===== src/hdl/hpid_pkg.sv =====
// Shared types, register indexes, operation codes and fixed-point constants
// for the heading PID differential-drive controller. No dependencies.
`default_nettype none
package hpid_pkg;

	localparam int CFG_IDX_W = 3;
	localparam int CFG_DATA_W = 16;

	localparam logic [CFG_IDX_W-1:0] REG_KP_STRAIGHT = 3'd0;
	localparam logic [CFG_IDX_W-1:0] REG_KI_STRAIGHT = 3'd1;
	localparam logic [CFG_IDX_W-1:0] REG_KD_STRAIGHT = 3'd2;
	localparam logic [CFG_IDX_W-1:0] REG_KP_TURN = 3'd3;
	localparam logic [CFG_IDX_W-1:0] REG_KI_TURN = 3'd4;
	localparam logic [CFG_IDX_W-1:0] REG_KD_TURN = 3'd5;
	localparam logic [CFG_IDX_W-1:0] REG_TICK_PERIOD = 3'd6;
	localparam logic [CFG_IDX_W-1:0] REG_MIN_PWM = 3'd7;

	typedef logic [4:0] op_t;
	localparam op_t OP_NONE = 5'd0;
	localparam op_t OP_LOAD = 5'd1;
	localparam op_t OP_WRAP = 5'd2;
	localparam op_t OP_ITP = 5'd3;
	localparam op_t OP_INT = 5'd4;
	localparam op_t OP_KP = 5'd5;
	localparam op_t OP_KD = 5'd6;
	localparam op_t OP_KI = 5'd7;
	localparam op_t OP_ADDI = 5'd8;
	localparam op_t OP_KICK = 5'd9;
	localparam op_t OP_SPIN = 5'd10;
	localparam op_t OP_LIM = 5'd11;
	localparam op_t OP_CLAMP = 5'd12;
	localparam op_t OP_LR = 5'd13;
	localparam op_t OP_BIG = 5'd14;
	localparam op_t OP_DIV = 5'd15;
	localparam op_t OP_NEXT = 5'd16;
	localparam op_t OP_PUSH = 5'd17;

	localparam int QUO_W = 9;
	localparam logic [3:0] DIV_TOP = 4'd8;

	typedef struct packed {
		op_t op;
		logic [3:0] k;
	} hpid_cmd_t;

	typedef struct packed {
		logic wrap_ok;
		logic base_zero;
		logic out_busy;
	} hpid_sts_t;

	typedef struct packed {
		logic [15:0] kp_straight;
		logic [15:0] ki_straight;
		logic [15:0] kd_straight;
		logic [15:0] kp_turn;
		logic [15:0] ki_turn;
		logic [15:0] kd_turn;
		logic [15:0] tick_period;
		logic [7:0] min_pwm;
	} hpid_cfg_t;

	localparam logic signed [18:0] HALF_TURN = 19'sd18000;
	localparam logic signed [18:0] FULL_TURN = 19'sd36000;
	localparam logic [15:0] ERR_INT_LIMIT = 16'd2000;
	localparam logic [15:0] KICK_THRESHOLD = 16'd150;
	localparam logic [8:0] KICK_EXTRA = 9'd10;
	localparam logic signed [26:0] INT_LIMIT = 27'sd1280000;
	localparam logic signed [24:0] CORR_UNIT = 25'sd6553600;
	localparam logic signed [24:0] CORR_FRACTION_UNIT = 25'sd2621440;
	localparam logic signed [45:0] SPIN_LIMIT = 46'sd720896000;
	localparam logic [32:0] PWM_MAX_CORR = 33'd1671168000;

endpackage
`default_nettype wire


===== src/hdl/hpid_cfg.sv =====
// Configuration register file of the heading PID controller.
// Depends on hpid_pkg for the register indexes and the register struct.
`default_nettype none
module hpid_cfg (
	input wire logic clk,
	input wire logic arst_n,
	input wire logic cfg_valid,
	output logic cfg_ready,
	input wire logic [hpid_pkg::CFG_IDX_W-1:0] cfg_index,
	input wire logic [hpid_pkg::CFG_DATA_W-1:0] cfg_data,
	output hpid_pkg::hpid_cfg_t regs
);

	hpid_pkg::hpid_cfg_t regs_q;

	assign cfg_ready = 1'b1;
	assign regs = regs_q;

	always_ff @(posedge clk or negedge arst_n) begin
		if (!arst_n) begin
			regs_q.kp_straight <= 16'd154;
			regs_q.ki_straight <= 16'd0;
			regs_q.kd_straight <= 16'd38;
			regs_q.kp_turn <= 16'd384;
			regs_q.ki_turn <= 16'd5;
			regs_q.kd_turn <= 16'd38;
			regs_q.tick_period <= 16'd655;
			regs_q.min_pwm <= 8'd60;
		end else if (cfg_valid) begin
			unique case (cfg_index)
				hpid_pkg::REG_KP_STRAIGHT: regs_q.kp_straight <= cfg_data;
				hpid_pkg::REG_KI_STRAIGHT: regs_q.ki_straight <= cfg_data;
				hpid_pkg::REG_KD_STRAIGHT: regs_q.kd_straight <= cfg_data;
				hpid_pkg::REG_KP_TURN: regs_q.kp_turn <= cfg_data;
				hpid_pkg::REG_KI_TURN: regs_q.ki_turn <= cfg_data;
				hpid_pkg::REG_KD_TURN: regs_q.kd_turn <= cfg_data;
				hpid_pkg::REG_TICK_PERIOD: regs_q.tick_period <= cfg_data;
				hpid_pkg::REG_MIN_PWM: regs_q.min_pwm <= cfg_data[7:0];
				default: ;
			endcase
		end
	end

endmodule
`default_nettype wire


===== src/hdl/hpid_ctrl.sv =====
// Sequencing state machine of the heading PID controller.
// Depends on hpid_pkg for the command and status structs and operation codes.
`default_nettype none
module hpid_ctrl (
	input wire logic clk,
	input wire logic arst_n,
	input wire logic in_valid,
	output logic in_ready,
	input wire hpid_pkg::hpid_sts_t sts,
	output hpid_pkg::hpid_cmd_t cmd
);

	localparam logic [4:0] S_IDLE = 5'd0;
	localparam logic [4:0] S_WRAP = 5'd1;
	localparam logic [4:0] S_ITP = 5'd2;
	localparam logic [4:0] S_INT = 5'd3;
	localparam logic [4:0] S_KP = 5'd4;
	localparam logic [4:0] S_KD = 5'd5;
	localparam logic [4:0] S_KI = 5'd6;
	localparam logic [4:0] S_ADDI = 5'd7;
	localparam logic [4:0] S_KICK = 5'd8;
	localparam logic [4:0] S_SPIN = 5'd9;
	localparam logic [4:0] S_LIM = 5'd10;
	localparam logic [4:0] S_CLAMP = 5'd11;
	localparam logic [4:0] S_LR = 5'd12;
	localparam logic [4:0] S_BIG = 5'd13;
	localparam logic [4:0] S_DIVL = 5'd14;
	localparam logic [4:0] S_NEXT = 5'd15;
	localparam logic [4:0] S_DIVR = 5'd16;
	localparam logic [4:0] S_PUSH = 5'd17;

	logic [4:0] state_q, state_d;
	logic [3:0] cnt_q, cnt_d;

	assign in_ready = (state_q == S_IDLE);

	always_comb begin
		state_d = state_q;
		cnt_d = cnt_q;
		cmd.op = hpid_pkg::OP_NONE;
		cmd.k = cnt_q;
		unique case (state_q)
			S_IDLE: begin
				if (in_valid) begin
					cmd.op = hpid_pkg::OP_LOAD;
					state_d = S_WRAP;
				end
			end
			S_WRAP: begin
				cmd.op = hpid_pkg::OP_WRAP;
				if (sts.wrap_ok) state_d = S_ITP;
			end
			S_ITP: begin
				cmd.op = hpid_pkg::OP_ITP;
				state_d = S_INT;
			end
			S_INT: begin
				cmd.op = hpid_pkg::OP_INT;
				state_d = S_KP;
			end
			S_KP: begin
				cmd.op = hpid_pkg::OP_KP;
				state_d = S_KD;
			end
			S_KD: begin
				cmd.op = hpid_pkg::OP_KD;
				state_d = S_KI;
			end
			S_KI: begin
				cmd.op = hpid_pkg::OP_KI;
				state_d = S_ADDI;
			end
			S_ADDI: begin
				cmd.op = hpid_pkg::OP_ADDI;
				state_d = sts.base_zero ? S_KICK : S_LIM;
			end
			S_KICK: begin
				cmd.op = hpid_pkg::OP_KICK;
				state_d = S_SPIN;
			end
			S_SPIN: begin
				cmd.op = hpid_pkg::OP_SPIN;
				cnt_d = hpid_pkg::DIV_TOP;
				state_d = S_DIVL;
			end
			S_LIM: begin
				cmd.op = hpid_pkg::OP_LIM;
				state_d = S_CLAMP;
			end
			S_CLAMP: begin
				cmd.op = hpid_pkg::OP_CLAMP;
				state_d = S_LR;
			end
			S_LR: begin
				cmd.op = hpid_pkg::OP_LR;
				state_d = S_BIG;
			end
			S_BIG: begin
				cmd.op = hpid_pkg::OP_BIG;
				cnt_d = hpid_pkg::DIV_TOP;
				state_d = S_DIVL;
			end
			S_DIVL: begin
				cmd.op = hpid_pkg::OP_DIV;
				if (cnt_q == 4'd0) state_d = S_NEXT;
				else cnt_d = cnt_q - 4'd1;
			end
			S_NEXT: begin
				cmd.op = hpid_pkg::OP_NEXT;
				cnt_d = hpid_pkg::DIV_TOP;
				state_d = S_DIVR;
			end
			S_DIVR: begin
				cmd.op = hpid_pkg::OP_DIV;
				if (cnt_q == 4'd0) state_d = S_PUSH;
				else cnt_d = cnt_q - 4'd1;
			end
			S_PUSH: begin
				if (!sts.out_busy) begin
					cmd.op = hpid_pkg::OP_PUSH;
					state_d = S_IDLE;
				end
			end
			default: state_d = S_IDLE;
		endcase
	end

	always_ff @(posedge clk or negedge arst_n) begin
		if (!arst_n) begin
			state_q <= S_IDLE;
			cnt_q <= 4'd0;
		end else begin
			state_q <= state_d;
			cnt_q <= cnt_d;
		end
	end

endmodule
`default_nettype wire


===== src/hdl/hpid_dp.sv =====
// Datapath of the heading PID controller: shared multiplier, accumulator,
// integrators, restoring divider and output register. Depends on hpid_pkg.
`default_nettype none
module hpid_dp (
	input wire logic clk,
	input wire logic arst_n,
	input wire hpid_pkg::hpid_cmd_t cmd,
	output hpid_pkg::hpid_sts_t sts,
	input wire hpid_pkg::hpid_cfg_t regs,
	input wire logic func,
	input wire logic signed [8:0] drive_speed,
	input wire logic signed [16:0] target_heading,
	input wire logic signed [16:0] current_heading,
	input wire logic signed [17:0] gyro_rate,
	output logic out_valid,
	input wire logic out_ready,
	output logic signed [8:0] left_duty,
	output logic signed [8:0] right_duty
);

	logic sel_q;
	logic signed [8:0] base_q;
	logic signed [17:0] gyro_q;
	logic signed [18:0] wrap_q;
	logic signed [15:0] err_q;
	logic signed [23:0] acc_q;
	logic signed [23:0] store_q [2];
	logic signed [42:0] prod_q;
	logic signed [45:0] corr_q;
	logic signed [33:0] left_q, right_q;
	logic [31:0] divisor_q;
	logic [39:0] rem_q, num_r_q;
	logic [8:0] quo_q, lquo_q;
	logic neg_l_q, neg_r_q;
	logic signed [8:0] lo_q, ro_q;
	logic out_valid_q;

	logic [15:0] kp, ki, kd;
	logic signed [17:0] mul_a;
	logic signed [24:0] mul_b;
	logic signed [42:0] mul_p;
	logic [15:0] err_mag;
	logic [8:0] base_mag;
	logic signed [42:0] inc_full;
	logic signed [26:0] int_sum, int_clamped;
	logic signed [45:0] prod_ext, spin_c, spin_cl, clamp_c, neg_lim;
	logic [45:0] spin_mag;
	logic [32:0] lmag, rmag, big;
	logic [39:0] div_sh;
	logic [8:0] lo_mag, ro_mag;

	assign kp = sel_q ? regs.kp_turn : regs.kp_straight;
	assign ki = sel_q ? regs.ki_turn : regs.ki_straight;
	assign kd = sel_q ? regs.kd_turn : regs.kd_straight;
	assign err_mag = err_q[15] ? 16'(-err_q) : 16'(err_q);
	assign base_mag = base_q[8] ? 9'(-base_q) : 9'(base_q);
	assign prod_ext = 46'(prod_q);

	always_comb begin
		mul_a = '0;
		mul_b = '0;
		case (cmd.op)
			hpid_pkg::OP_ITP: begin
				mul_a = $signed({2'b00, regs.tick_period});
				mul_b = 25'(err_q);
			end
			hpid_pkg::OP_KP: begin
				mul_a = $signed({2'b00, kp});
				mul_b = 25'(err_q);
			end
			hpid_pkg::OP_KD: begin
				mul_a = $signed({2'b00, kd});
				mul_b = 25'(gyro_q);
			end
			hpid_pkg::OP_KI: begin
				mul_a = $signed({2'b00, ki});
				mul_b = 25'(acc_q);
			end
			hpid_pkg::OP_KICK: begin
				mul_a = $signed({9'd0, 9'({1'b0, regs.min_pwm}) + hpid_pkg::KICK_EXTRA});
				mul_b = hpid_pkg::CORR_UNIT;
			end
			hpid_pkg::OP_LIM: begin
				mul_a = $signed({9'd0, base_mag});
				mul_b = hpid_pkg::CORR_FRACTION_UNIT;
			end
			hpid_pkg::OP_CLAMP: begin
				mul_a = 18'(base_q);
				mul_b = hpid_pkg::CORR_UNIT;
			end
			default: ;
		endcase
	end

	assign mul_p = mul_a * mul_b;

	always_comb begin
		inc_full = (prod_q + (prod_q[42] ? 43'sd255 : 43'sd0)) >>> 8;
		int_sum = 27'(store_q[sel_q]) + 27'(inc_full);
		if (int_sum > hpid_pkg::INT_LIMIT) int_clamped = hpid_pkg::INT_LIMIT;
		else if (int_sum < -hpid_pkg::INT_LIMIT) int_clamped = -hpid_pkg::INT_LIMIT;
		else int_clamped = int_sum;
		if (err_mag >= hpid_pkg::ERR_INT_LIMIT) int_clamped = '0;
	end

	always_comb begin
		if (err_mag > hpid_pkg::KICK_THRESHOLD)
			spin_c = (err_q > 16'sd0) ? corr_q + prod_ext : corr_q - prod_ext;
		else
			spin_c = '0;
		if (spin_c > hpid_pkg::SPIN_LIMIT) spin_cl = hpid_pkg::SPIN_LIMIT;
		else if (spin_c < -hpid_pkg::SPIN_LIMIT) spin_cl = -hpid_pkg::SPIN_LIMIT;
		else spin_cl = spin_c;
		spin_mag = spin_cl[45] ? 46'(-spin_cl) : 46'(spin_cl);
	end

	always_comb begin
		neg_lim = -prod_ext;
		if (corr_q > prod_ext) clamp_c = prod_ext;
		else if (corr_q < neg_lim) clamp_c = neg_lim;
		else clamp_c = corr_q;
		lmag = left_q[33] ? 33'(-left_q) : 33'(left_q);
		rmag = right_q[33] ? 33'(-right_q) : 33'(right_q);
		big = (lmag > rmag) ? lmag : rmag;
		div_sh = {8'd0, divisor_q} << cmd.k;
		lo_mag = lquo_q;
		ro_mag = quo_q;
	end

	always_ff @(posedge clk) begin
		case (cmd.op)
			hpid_pkg::OP_LOAD: begin
				sel_q <= func;
				base_q <= drive_speed;
				gyro_q <= gyro_rate;
				wrap_q <= 19'(target_heading) - 19'(current_heading) + hpid_pkg::HALF_TURN;
			end
			hpid_pkg::OP_WRAP: begin
				if (wrap_q[18]) wrap_q <= wrap_q + hpid_pkg::FULL_TURN;
				else if (wrap_q >= hpid_pkg::FULL_TURN) wrap_q <= wrap_q - hpid_pkg::FULL_TURN;
				else err_q <= 16'(wrap_q - hpid_pkg::HALF_TURN);
			end
			hpid_pkg::OP_ITP, hpid_pkg::OP_KP, hpid_pkg::OP_KICK, hpid_pkg::OP_LIM: begin
				prod_q <= mul_p;
			end
			hpid_pkg::OP_INT: begin
				acc_q <= 24'(int_clamped);
			end
			hpid_pkg::OP_KD: begin
				corr_q <= prod_ext <<< 8;
				prod_q <= mul_p;
			end
			hpid_pkg::OP_KI: begin
				corr_q <= corr_q - (prod_ext <<< 8);
				prod_q <= mul_p;
			end
			hpid_pkg::OP_ADDI: begin
				corr_q <= corr_q + prod_ext;
			end
			hpid_pkg::OP_SPIN: begin
				divisor_q <= 32'(hpid_pkg::CORR_UNIT);
				rem_q <= spin_mag[39:0];
				num_r_q <= spin_mag[39:0];
				neg_l_q <= (spin_cl > 46'sd0);
				neg_r_q <= spin_cl[45];
				quo_q <= '0;
			end
			hpid_pkg::OP_CLAMP: begin
				corr_q <= clamp_c;
				prod_q <= mul_p;
			end
			hpid_pkg::OP_LR: begin
				left_q <= 34'(prod_ext - corr_q);
				right_q <= 34'(prod_ext + corr_q);
			end
			hpid_pkg::OP_BIG: begin
				if (big > hpid_pkg::PWM_MAX_CORR) begin
					divisor_q <= big[31:0];
					rem_q <= ({7'd0, lmag} << 8) - {7'd0, lmag};
					num_r_q <= ({7'd0, rmag} << 8) - {7'd0, rmag};
				end else begin
					divisor_q <= 32'(hpid_pkg::CORR_UNIT);
					rem_q <= {7'd0, lmag};
					num_r_q <= {7'd0, rmag};
				end
				neg_l_q <= left_q[33];
				neg_r_q <= right_q[33];
				quo_q <= '0;
			end
			hpid_pkg::OP_DIV: begin
				if (rem_q >= div_sh) begin
					rem_q <= rem_q - div_sh;
					quo_q <= {quo_q[7:0], 1'b1};
				end else begin
					quo_q <= {quo_q[7:0], 1'b0};
				end
			end
			hpid_pkg::OP_NEXT: begin
				lquo_q <= quo_q;
				rem_q <= num_r_q;
				quo_q <= '0;
			end
			hpid_pkg::OP_PUSH: begin
				lo_q <= neg_l_q ? -$signed(lo_mag) : $signed(lo_mag);
				ro_q <= neg_r_q ? -$signed(ro_mag) : $signed(ro_mag);
			end
			default: ;
		endcase
	end

	always_ff @(posedge clk or negedge arst_n) begin
		if (!arst_n) begin
			store_q[0] <= '0;
			store_q[1] <= '0;
			out_valid_q <= 1'b0;
		end else begin
			if (cmd.op == hpid_pkg::OP_INT) store_q[sel_q] <= 24'(int_clamped);
			if (cmd.op == hpid_pkg::OP_PUSH) out_valid_q <= 1'b1;
			else if (out_ready) out_valid_q <= 1'b0;
		end
	end

	assign sts.wrap_ok = !wrap_q[18] && (wrap_q < hpid_pkg::FULL_TURN);
	assign sts.base_zero = (base_q == 9'sd0);
	assign sts.out_busy = out_valid_q && !out_ready;
	assign out_valid = out_valid_q;
	assign left_duty = lo_q;
	assign right_duty = ro_q;

endmodule
`default_nettype wire


===== src/hdl/heading_pid_differential_drive.sv =====
// Top level of the heading PID differential-drive controller.
// Depends on hpid_pkg, hpid_cfg, hpid_ctrl and hpid_dp.
//
// Usage: an input transaction (in_valid/in_ready) carries func, drive_speed,
// target_heading, current_heading and gyro_rate. Each one produces exactly one
// output transaction (out_valid/out_ready) with left_duty and right_duty.
// Configuration writes use cfg_valid/cfg_ready with cfg_index and cfg_data; the
// port is always ready and must only be used while the block is idle.
// The result follows the input transaction after the heading wrap steps, the PID
// steps through the shared 18x25 multiplier, then two nine-step restoring
// divisions for the wheel values. The sequencer works on one transaction at a
// time and passes through its idle state before it takes the next.
// The result sits in an output register, so the next input transaction is
// accepted while the previous result waits; if the receiver stalls, the block
// holds the next finished result until the output register frees.
// Reset restores the default gains and clears both integrators.
`default_nettype none
module heading_pid_differential_drive (
	input wire logic clk,
	input wire logic arst_n,
	input wire logic in_valid,
	output logic in_ready,
	input wire logic func,
	input wire logic signed [8:0] drive_speed,
	input wire logic signed [16:0] target_heading,
	input wire logic signed [16:0] current_heading,
	input wire logic signed [17:0] gyro_rate,
	output logic out_valid,
	input wire logic out_ready,
	output logic signed [8:0] left_duty,
	output logic signed [8:0] right_duty,
	input wire logic cfg_valid,
	output logic cfg_ready,
	input wire logic [hpid_pkg::CFG_IDX_W-1:0] cfg_index,
	input wire logic [hpid_pkg::CFG_DATA_W-1:0] cfg_data
);

	hpid_pkg::hpid_cfg_t regs;
	hpid_pkg::hpid_cmd_t cmd;
	hpid_pkg::hpid_sts_t sts;

	hpid_cfg u_cfg (
		.clk(clk),
		.arst_n(arst_n),
		.cfg_valid(cfg_valid),
		.cfg_ready(cfg_ready),
		.cfg_index(cfg_index),
		.cfg_data(cfg_data),
		.regs(regs)
	);

	hpid_ctrl u_ctrl (
		.clk(clk),
		.arst_n(arst_n),
		.in_valid(in_valid),
		.in_ready(in_ready),
		.sts(sts),
		.cmd(cmd)
	);

	hpid_dp u_dp (
		.clk(clk),
		.arst_n(arst_n),
		.cmd(cmd),
		.sts(sts),
		.regs(regs),
		.func(func),
		.drive_speed(drive_speed),
		.target_heading(target_heading),
		.current_heading(current_heading),
		.gyro_rate(gyro_rate),
		.out_valid(out_valid),
		.out_ready(out_ready),
		.left_duty(left_duty),
		.right_duty(right_duty)
	);

endmodule
`default_nettype wire


===== config.mk =====
export PLATFORM = sky130hd
export DESIGN_NAME = heading_pid_differential_drive
export DESIGN_NICKNAME = d
export VERILOG_FILES = /design/src/hdl/hpid_pkg.sv /design/src/hdl/hpid_cfg.sv /design/src/hdl/hpid_ctrl.sv /design/src/hdl/hpid_dp.sv /design/src/hdl/heading_pid_differential_drive.sv
export SDC_FILE = /design/constraint.sdc
export NUM_CORES = 2
export LEC_CHECK = 0
export ABC_AREA = 0
export BUFFER_PORTS_ARGS = -buffer_cell sky130_fd_sc_hd__buf_2
export CAP_MARGIN = 40
export CORE_MARGIN = 4
export CORE_UTILIZATION = 50
export CTS_BUF_LIST = sky130_fd_sc_hd__clkbuf_8 sky130_fd_sc_hd__clkbuf_16
export DETAILED_ROUTE_END_ITERATION = 16
export GPL_TIMING_DRIVEN = 0
export PLACE_DENSITY = 0.69
export SYNTH_ARGS = -nofsm -noshare
export SYNTH_HDL_FRONTEND = slang
export SYNTH_SLANG_ARGS = --single-unit

===== constraint.sdc =====
create_clock -name clk -period 10.5 [get_ports clk]
set_clock_uncertainty 0.15 [all_clocks]
set_input_delay 0.525 -clock clk [delete_from_list [all_inputs] [get_ports clk]]
set_output_delay 0.525 -clock clk [all_outputs]
set_load 0.005 [all_outputs]

==> impl_metrics.csv <==
group,metric,value,unit
setup_path,r2r_start,"u_dp.right_q[0]",
global_routing,grt_max_degree,122,
layout,syn_to_final_growth,10.9,%
hold_path,worstHoldStart,"out_ready",
yosys,synth_area,0.0664,mm²
setup_path,reg2reg_to,"u_dp.num_r_q[25]",
yosys,yosys_warnings,0,
run,cap_viol_max_count,0,
layout,fin_nets,8964,
hold_path,hold_path_depth,3,
die,io_pins,107,
setup_path,crit_type,"reg -> reg",
die,dieArea,0.139,mm²
setup_path,crit_path_end_kind,"flop",
global_routing,antenna_found_initial,2,
global_routing,grt_pass1_vias,60200,
global_routing,grt.overflow.total,0,
cts,clk_path_buf_depth,3,
die,rows,133,
yosys,dominantRegCellSynth,"edfxtp_1",
yosys,syn_avg_cell_area,8.75,µm²
yosys,async_flop_share,31.2,%
sta,fin_crit_sh,100,%
die,die_w,373,µm
detailed_routing,drc_errors,0,
placement,place.gp.congestion,1.07,
sta,finalSetupViolCount,1,
setup_path,critPathMaxFanout,11,
sta,rsz0062_at_grt,"no",
detailed_routing,wirelength,264000,µm
cts,clk_latency,710,ps
detailed_routing,met1_length,99800,µm
sta,worstMarginPinSlew,1070,ps
outcome,outcome,"complete, but fails checks",
layout,fill_cells,12200,
yosys,synth_cell_type_count,96,
detailed_routing,firstDrtPassIters,7,
placement,numPortBuffers,101,
sta,max_freq,0.0949,GHz
cts,h-tree-depth,3,
sta,slew_violations,0,
layout,final_cell_mix,"882 x inv_1, 699 x nand2_1, 597 x nor2_1",
setup_path,startpoint_type,"flop",
detailed_routing,vias,60900,
sta,relSlewSlack,28.5,%
setup_path,path_buf_inv,8,
setup_path,path_delay_family,"simple AND/OR/NAND/NOR gates",
outcome,failed_checks,"setup timing",
yosys,synthCells,7590,
setup_path,r2r_slack,-40,ps
global_routing,track_usage,37.8,%
yosys,seq_area_frac_synth,24.5,%
die,core,0.132,mm²
yosys,ys_seq_elements,571,
setup_path,max_stage_delay,820,ps
die,initial_core_util,50.4,%
setup_path,crit_slowest_cell,"nor4_1",
detailed_routing,wl_per_cell,27.1,µm
cts,cts_sinks,571,
sta,post-route-min-period,10540,ps
sta,setup_ws,-39.0,ps
layout,final_common_cell,"inv_1",
detailed_routing,drt_iter0_drc,6162,
hold_path,hold_end,"u_dp.out_valid",
setup_path,rr_worst_depth,25,
detailed_routing,met3_wirelength,20400,µm
detailed_routing,met2_wirelength,122000,µm
detailed_routing,drt-vias-per-instance,6.24,
yosys,synth_edf_count,393,
cts,numCtsBuffers,72,
placement,dp_hpwl,217000,µm
detailed_routing,top_layer_used,"met4",
hold_path,min_path_type,"in -> reg",
cts,cts_tree,"built",
setup_path,worst_ep_required_time,10770,ps
sta,hold_viol_final,0,
setup_path,critPathArrivalTime,10810,ps
global_routing,grt_pass1_wl,389000,µm
cts,root_buffer,"clkbuf_16",
die,die_h,373,µm
layout,layout-drive-gt1-share,9.44,%
placement,post-place-ws,-758,ps
cts,clkTransAtPathRegs,60,ps
detailed_routing,drtAntennaViolNets,0,
[metal layers]
layer,track usage (%),up-vias
li1,-,27300
met2,61.9,3014
met5,0,-
met3,6.67,799
met4,25.3,0
met1,45.5,29800
[worst max-delay path by stage]
stage / from / to / slack, ps / cells past startpoint
floorplan: u_dp.prod_q[1] / u_dp.corr_q[0] / 1340 / 25
global placement: u_ctrl.state_q[0] / u_dp.rem_q[12] / -4060 / 6
detailed placement: u_ctrl.state_q[3] / u_dp.prod_q[40] / -760 / 37
CTS: u_ctrl.state_q[3] / u_dp.prod_q[40] / -60 / 34
global route: u_ctrl.state_q[3] / u_dp.prod_q[40] / 10 / 37
finish: u_dp.right_q[0] / u_dp.num_r_q[25] / -40 / 25
[cell usage after synthesis, drive strengths merged (18+ instances only)]
| cell | count | area, µm² |
|---|---|---|
| a22oi | 33 | 248 |
| o31a | 19 | 166 |
| a2111oi | 18 | 158 |
| o41ai | 29 | 262 |
| nand2 | 706 | 2650 |
| inv | 874 | 3280 |
| mux4 | 19 | 428 |
| a211oi | 83 | 628 |
| o21bai | 38 | 285 |
| o211ai | 41 | 322 |
| o31ai | 100 | 751 |
| a222oi | 46 | 460 |
| mux2 | 190 | 2140 |
| nor3b | 19 | 143 |
| o21a | 61 | 458 |
| or4 | 30 | 236 |
| a31oi | 62 | 388 |
| o22ai | 28 | 175 |
| a21oi | 454 | 2270 |
| and3 | 57 | 357 |
| xnor2 | 420 | 3680 |
| clkbuf | 301 | 1130 |
| nor4 | 70 | 444 |
| nor2b | 61 | 382 |
| and2 | 59 | 369 |
| ha | 503 | 6290 |
| nor3 | 154 | 771 |
| edfxtp | 393 | 11800 |
| nand2b | 94 | 588 |
| nand4 | 74 | 463 |
| buf | 48 | 210 |
| dfstp | 24 | 631 |
| dfrtp | 154 | 3850 |
| xor2 | 136 | 1200 |
| nor2 | 603 | 2270 |
| nand3 | 136 | 681 |
| a211o | 18 | 158 |
| a21o | 144 | 1080 |
| a221oi | 30 | 263 |
| fa | 437 | 8750 |
| or2 | 58 | 363 |
| or3 | 64 | 400 |
| mux2i | 95 | 951 |
| o21ai | 376 | 1890 |
| o221ai | 30 | 263 |
[through the flow]
stage / util, % / cells / instance area, µm² / hold WS [ps] / setup TNS, ps
after floorplan: - / 7613 / 66500 / 79.4 / 0
after global placement: 52.5 / 9469 / 69200 / 297 / -398430
after detailed placement: 53.4 / 9577 / 70400 / 287 / -13530
after CTS: 55.7 / 9746 / 73500 / 12.9 / -59.7
after global routing: 55.9 / 9750 / 73700 / 32.3 / 0
final: 55.9 / 9756 / 73700 / 44.5 / -39.0
[cell type report]
cell class / instances / area (µm²) / share of cell area, %
Antenna cell: 6 / 15.0 / 0.0204
Buffer: 340 / 1360 / 1.84
Clock buffer: 76 / 1860 / 2.52
Clock inverter: 55 / 657 / 0.892
Inverter: 885 / 3330 / 4.51
Multi-Input combinational cell: 5808 / 45900 / 62.3
Sequential cell: 571 / 16300 / 22.1
Tap cell: 1755 / 2200 / 2.98
Timing Repair Buffer: 260 / 2120 / 2.87
[tightest hold or removal path, cell delays in order]
cell and delay (ps):
buf_2 110, nand2b_1 150, nand2_1 60
[repair_timing]
| action | CTS | global route |
|---|---|---|
| setup endpoints to repair | 45 | 48 |
| hold endpoints to repair | 174 | 0 |
| setup buffers | 0 | 2 |
| hold buffers | 42 | 0 |
| gates resized for setup | 29 | 73 |
| pin swaps | 1 | 2 |
[sequential cells by signal, indices dropped and copies added, names as in the netlist, 33 cells and up]
| signal | flops |
|---|---|
| u_dp.prod_q | 43 |
| u_dp.store_q | 48 |
| u_dp.num_r_q | 40 |
| u_dp.left_q | 33 |
| u_dp.rem_q | 40 |
| u_dp.right_q | 34 |
| u_cfg.regs | 120 |
| u_dp.corr_q | 46 |
[cell families after synthesis]
group	synth area share, %
flip-flops	24.5
XOR/XNOR	7.34
AO/OA/AOI/OAI	17.3
multiplexers	5.30
buffers and inverters	7.02
other	0.0113
adder cells (fa/ha/maj)	22.6
AND/OR/NAND/NOR	15.9
Power is not shown: default switching activity piles up to over one toggle a cycle in this logic, so the estimate is an artifact.
